`src/rtl/lip_com_zmp_retarget_top_defines.svh`:
```
// ----------------------------------------------------------------------------
// lip_com_zmp_retarget_top_defines.svh
// Assertion macros shared by the retargeting RTL.
// ----------------------------------------------------------------------------
`ifndef LIP_COM_ZMP_RETARGET_TOP_DEFINES_SVH
`define LIP_COM_ZMP_RETARGET_TOP_DEFINES_SVH

`ifndef SYNTHESIS
`define LCZ_ASSERT(label, ante, cons) \
  label: assert property (@(posedge clk) disable iff (!rst_n) (ante) |-> (cons)) \
    else $error("assertion label failed");
`define LCZ_ASSERT_DLY(label, ante, n, cons) \
  label: assert property (@(posedge clk) disable iff (!rst_n) (ante) |-> ##n (cons)) \
    else $error("assertion label failed");
`else
`define LCZ_ASSERT(label, ante, cons)
`define LCZ_ASSERT_DLY(label, ante, n, cons)
`endif

`endif

```
`src/rtl/lcz_div.sv`:
```
// ----------------------------------------------------------------------------
// lcz_div
// Pipelined unsigned restoring divider, SPS quotient bits per stage, with a
// sideband that travels alongside.
// ----------------------------------------------------------------------------
module lcz_div #(
  parameter int unsigned NUM_W  = 36,
  parameter int unsigned DEN_W  = 18,
  parameter int unsigned SIDE_W = 1,
  parameter int unsigned SPS    = 4
) (
  input  logic              clk,
  input  logic              rst_n,
  input  logic              in_valid,
  input  logic [NUM_W-1:0]  in_num,
  input  logic [DEN_W-1:0]  in_den,
  input  logic [SIDE_W-1:0] in_side,
  output logic              out_valid,
  output logic [NUM_W-1:0]  out_quot,
  output logic [SIDE_W-1:0] out_side
);

  localparam int unsigned STAGES = (NUM_W + SPS - 1) / SPS;
  localparam int unsigned ALL_W  = STAGES * SPS;

  logic              valid_r [STAGES];
  logic [ALL_W-1:0]  num_r   [STAGES];
  logic [ALL_W-1:0]  quot_r  [STAGES];
  logic [DEN_W-1:0]  rem_r   [STAGES];
  logic [DEN_W-1:0]  den_r   [STAGES];
  logic [SIDE_W-1:0] side_r  [STAGES];

  logic [ALL_W-1:0]  num_nxt  [STAGES];
  logic [ALL_W-1:0]  quot_nxt [STAGES];
  logic [DEN_W-1:0]  rem_nxt  [STAGES];

  logic              valid_p [STAGES];
  logic [ALL_W-1:0]  num_p   [STAGES];
  logic [ALL_W-1:0]  quot_p  [STAGES];
  logic [DEN_W-1:0]  rem_p   [STAGES];
  logic [DEN_W-1:0]  den_p   [STAGES];
  logic [SIDE_W-1:0] side_p  [STAGES];

  for (genvar j = 0; j < STAGES; j++) begin : g_stage
    if (j == 0) begin : g_first
      assign valid_p[j] = in_valid;
      assign num_p[j]   = ALL_W'(in_num);
      assign quot_p[j]  = '0;
      assign rem_p[j]   = '0;
      assign den_p[j]   = in_den;
      assign side_p[j]  = in_side;
    end else begin : g_next
      assign valid_p[j] = valid_r[j-1];
      assign num_p[j]   = num_r[j-1];
      assign quot_p[j]  = quot_r[j-1];
      assign rem_p[j]   = rem_r[j-1];
      assign den_p[j]   = den_r[j-1];
      assign side_p[j]  = side_r[j-1];
    end

    always_comb begin
      logic [DEN_W-1:0] rem_v;
      logic [ALL_W-1:0] num_v;
      logic [ALL_W-1:0] quot_v;
      logic [DEN_W:0]   trial;
      rem_v  = rem_p[j];
      num_v  = num_p[j];
      quot_v = quot_p[j];
      for (int s = 0; s < SPS; s++) begin
        trial = {rem_v, num_v[ALL_W-1]};
        num_v = {num_v[ALL_W-2:0], 1'b0};
        if (trial >= {1'b0, den_p[j]}) begin
          rem_v  = DEN_W'(trial - {1'b0, den_p[j]});
          quot_v = {quot_v[ALL_W-2:0], 1'b1};
        end else begin
          rem_v  = trial[DEN_W-1:0];
          quot_v = {quot_v[ALL_W-2:0], 1'b0};
        end
      end
      rem_nxt[j]  = rem_v;
      num_nxt[j]  = num_v;
      quot_nxt[j] = quot_v;
    end

    always_ff @(posedge clk) begin
      if (!rst_n) begin
        valid_r[j] <= 1'b0;
      end else begin
        valid_r[j] <= valid_p[j];
      end
    end

    always_ff @(posedge clk) begin
      num_r[j]  <= num_nxt[j];
      quot_r[j] <= quot_nxt[j];
      rem_r[j]  <= rem_nxt[j];
      den_r[j]  <= den_p[j];
      side_r[j] <= side_p[j];
    end
  end

  assign out_valid = valid_r[STAGES-1];
  assign out_quot  = quot_r[STAGES-1][NUM_W-1:0];
  assign out_side  = side_r[STAGES-1];

endmodule

```
`config.mk`:
```
export PLATFORM = sky130hd
export DESIGN_NAME = lcz_div
export DESIGN_NICKNAME = d
export VERILOG_FILES = /design/src/rtl/lip_com_zmp_retarget_top_defines.svh /design/src/rtl/lcz_div.sv
export SDC_FILE = /design/constraint.sdc
export NUM_CORES = 2
export LEC_CHECK = 0
export BUFFER_PORTS_ARGS = -buffer_cell sky130_fd_sc_hd__buf_2
export CAP_MARGIN = 15
export CORE_MARGIN = 10
export CORE_UTILIZATION = 55
export DETAILED_ROUTE_END_ITERATION = 8
export PLACE_DENSITY = 0.75
export SKIP_CTS_REPAIR_TIMING = 1
export SLEW_MARGIN = 5
export SYNTH_ARGS = -nofsm -noshare
export SYNTH_HDL_FRONTEND = slang
export SYNTH_SLANG_ARGS = --single-unit
```
`constraint.sdc`:
```
create_clock -name clk -period 12.7 [get_ports clk]
set_clock_uncertainty 0.05 [all_clocks]
set_input_delay 2.54 -clock clk [delete_from_list [all_inputs] [get_ports clk]]
set_output_delay 2.54 -clock clk [all_outputs]
set_load 0.01 [all_outputs]
```
# After elaboration in Yosys (flattened, before gate mapping)
# Memory sizes are Yosys's and may differ from the RTL's.
# Index checks and enable logic that the tools add are counted.
# Widths: inputs -> output; s select.
# totals
word_cells,170
regBits,0
ram_bits,954
latchBits,0
n_memories,6
rom_bits,0
out_inout_bits,38
# classes
n_div,0
mul,0
n_reduce_logical,0
magnitude_cmp,36
addsub,36
mux,83
n_bitwise,9
shift,0
eq_ne,0
# mem_list
memory,words,word_bits,rd,rd_clocked_by_memory_dff,wr,line,rtl
quot_r,9,36,9,0,9,lcz_div.sv:28,logic [ALL_W-1:0] quot_r [STAGES];
num_r,9,32,8,0,9,lcz_div.sv:27,logic [ALL_W-1:0] num_r [STAGES];
den_r,9,18,8,0,9,lcz_div.sv:30,logic [DEN_W-1:0] den_r [STAGES];
rem_r,9,18,8,0,9,lcz_div.sv:29,logic [DEN_W-1:0] rem_r [STAGES];
side_r,9,1,9,0,9,lcz_div.sv:31,logic [SIDE_W-1:0] side_r [STAGES];
valid_r,9,1,9,0,9,lcz_div.sv:26,logic valid_r [STAGES];
# op_table
cell,n
$ge 19x18->1,35
$mux 18,36
$sub 18x18->18,35
$mux 1,47
$ge 1x18->1,1
$sub 1x18->18,1
$or 1x1->1,9

# Logic depth before layout (Yosys ltp)
# An unclocked memory read counts as a cell.
# depth
depth_word,9
ltp_mapped,54
depth_no_buf,49

# Worst setup path after synthesis
# OpenSTA, ideal clock, no wires.
# synth_path
path_kind,in2reg
start,input in_den[17]
end,memory rem_r[0][10]
required_time_ps,12529
cell_stages,38
path_slack_ps,1217
t_arrival_ps,11312
setup_time_ps,121
cell_sequence,nor4_1 nand4_1 nor3_2 mux2i_1 ha_1 nor2b_1 o31a_1 o21ai_0 a21oi_1 o221ai_1 nand2_1 a21boi_1 inv_2 a21oi_1 ha_1 nor2b_1 o21a_1 o21ai_0 (+2 left out) o21ai_0 a21oi_1 o21ai_0 nand2_1 clkbuf_1 mux2i_1 ha_1 a21o_1 a21o_1 a21o_1 a221o_1 a41oi_1 a21oi_1 a31oi_1 a21boi_0 a311oi_4 buf_2 mux2_2
# synth_lines
element,line,rtl
start: declaration,lcz_div.sv:16,"input logic [DEN_W-1:0] in_den,"
end: declaration,lcz_div.sv:29,

==> impl_metrics.env <==
export IMPL_drt_iter0_drc=3058
export IMPL_h_tree_depth=3
export IMPL_synthFlopType="dfxtp_1"
export IMPL_routed_wl_um=129000
export IMPL_slowest_delay_ns=0.54
export IMPL_drv_cap=0
export IMPL_first_global_vias=39300
export IMPL_port_buffers=95
export IMPL_synth_nets=6277
export IMPL_rows=108
export IMPL_cts_tree="done"
export IMPL_critPathLaunchType="flop"
export IMPL_grt_overflow_total=0
export IMPL_die_area_mm2=0.101
export IMPL_clock_sinks=630
export IMPL_drive_gt1_frac=0.119
export IMPL_cts_buffers=70
export IMPL_yosysWarnings=0
export IMPL_clk_path_buf_depth=3
export IMPL_fin_crit_ns=11.82
export IMPL_ff2ff_setup_slack_ns=0.88
export IMPL_synth_ff_latch_count=630
export IMPL_ys_async_sr_fraction=0
export IMPL_place_congestion=0.963
export IMPL_die_h_um=317
export IMPL_grt_max_degree=31
export IMPL_root_buffer="clkbuf_16"
export IMPL_dpl_cell_area_mm2=0.0505
export IMPL_ant_nets=0
export IMPL_post_route_util=0.608
export IMPL_clkLatencyLatePin_ns=0.66
export IMPL_cp_end_kind="flop"
export IMPL_arrival_ns=12.31
export IMPL_fin_area_mm2=0.0530
export IMPL_grt_usage=0.248
export IMPL_reg2reg_from="den_r[0][55]"
export IMPL_max_freq_mhz=84.6
export IMPL_initial_core_util=0.557
export IMPL_core_mm2=0.0872
export IMPL_tightest_slew_ns=0.801
export IMPL_num_vias=41200
export IMPL_hpwl_um=104000
export IMPL_ioPinCount=96
export IMPL_wl_per_cell_um=18.8
export IMPL_syn_inst=5553
export IMPL_cpMostUsedCell="ha_1"
export IMPL_firstDrtPassIters=8
export IMPL_slew_limit_headroom=0.452
export IMPL_rsz0062_at_grt="false"
export IMPL_dieWidth_um=317
export IMPL_status="finished clean"
export IMPL_area_delta_synth_final_pct=9.20
export IMPL_finalHoldViolations=0
export IMPL_hold_class="reg -> reg"
export IMPL_antenna_found_initial=0
export IMPL_worstPathRequired_ns=13.19
export IMPL_setup_tns_ns=0
export IMPL_vias_per_cell=5.97
export IMPL_ys_seq_area_frac=0.260
export IMPL_worst_path_max_fanout=19
export IMPL_drc_errors=0
export IMPL_period_share=0.931
export IMPL_fin_nets=6409
export IMPL_worst_path_max_delay_cell="dfxtp_1"
export IMPL_worstSetupPathType="reg -> reg"
export IMPL_synth_avg_cell_area_um2=8.74
export IMPL_ys_types=103
export IMPL_worstHoldStart="num_r[0][119]"
export IMPL_final_max_slew_violation_count=0
export IMPL_synth_edf_count=0
export IMPL_grt_pass1_wl_um=204000
export IMPL_synth_area_mm2=0.0486
export IMPL_clk_pin_slew_ns=0.06
export IMPL_startpoint="den_r[0][55]"
export IMPL_timing_final_setup_violations=0
[flip-flops by register name, summed over array words and instances, names as in the netlist]
signal and count:
quot_r 180, rem_r 144, den_r 144, num_r 144, valid_r 9, side_r 9
[through the flow]
stage | setup WS, ns | std cells | hold WS (ns)
2_1_floorplan | 1.22 | 5553 | 0.260
3_3_place_gp | 0.743 | 6768 | 0.260
3_5_place_dp | 0.449 | 6768 | 0.262
4_1_cts | 0.234 | 6897 | 0.269
5_1_grt | 0.0484 | 6897 | 0.275
6_report | 0.876 | 6898 | 0.263
[worst max-delay path: cells and delay by family, from the launching register on]
family / cells / cell delay, ns
AO/OA/AOI/OAI: 23 / 6.01
AND/OR/NAND/NOR: 10 / 2.05
adder cells (fa/ha/maj): 4 / 1.44
buffers and inverters: 4 / 0.83
multiplexers: 2 / 0.73
flip-flops: 1 / 0.54
[metal layers]
layer  global-route usage  part of all wire  routed length, um
met1                0.316              0.44              57000
met2                0.422              0.47              60400
met3               0.0320             0.051               6590
met4                0.102             0.042               5430
met5                    0                 0                  0
[synthesized netlist by cell type, types with 93 or more instances]
| master | number | area [um^2] |
|---|---|---|
| a21oi_1 | 463 | 2320 |
| dfxtp_1 | 630 | 12600 |
| nor3_1 | 102 | 510 |
| nand3_1 | 95 | 475 |
| nor2_1 | 352 | 1320 |
| a21o_1 | 204 | 1530 |
| xor2_1 | 132 | 1160 |
| inv_1 | 386 | 1450 |
| ha_1 | 632 | 7910 |
| o21ai_0 | 311 | 1560 |
| nand2_1 | 281 | 1050 |
| xnor2_1 | 318 | 2790 |
| nor2b_1 | 93 | 582 |
| mux2_2 | 317 | 3570 |
[final timing paths]
| path | cells after the start | to |
|---|---|---|
| max | 43 | rem_r[0][74] |
| min | 0 | num_r[0][155] |
| max reg2reg | 43 | rem_r[0][74] |
| min reg2reg | 0 | num_r[0][155] |
[area by class of cell]
type | instances | area, um^2
flip-flops and latches | 630 | 12600
multi-input cells | 4450 | 34100
well taps | 1155 | 1450
diodes | 1 | 2.50
fillers | 7541 | 34100
inverters | 392 | 1480
clock inverters | 42 | 613
clock buffers | 87 | 1910
repair buffers | 141 | 821
[cells by family (layout without fill, tap and decap cells)]
family,Yosys count,after routing,share of synthesized area
other cells,0,1,0
compound gates,1587,1587,0.214
buf+inv,473,662,0.0381
fa+ha+maj,666,666,0.177
mux,389,389,0.0896
simple gates,1358,1358,0.141
flops,630,630,0.260
xor+xnor,450,450,0.0812
[cell usage in the layout, fill, tap and decap left out, types with 92 or more instances in the layout]
cell type and instances:
nor2_1 352, xor2_1 132, o21ai_0 302, dfxtp_1 630
inv_1 385, a21o_1 204, nor3_1 102, xnor2_1 318
a21oi_1 461, nand2_1 281, nor2b_1 93, mux2_2 317
ha_1 632, o21a_1 92, buf_2 95, nand3_1 95
Power is not shown: default switching activity piles up to over one toggle a cycle in this logic, so the estimate is an artifact.
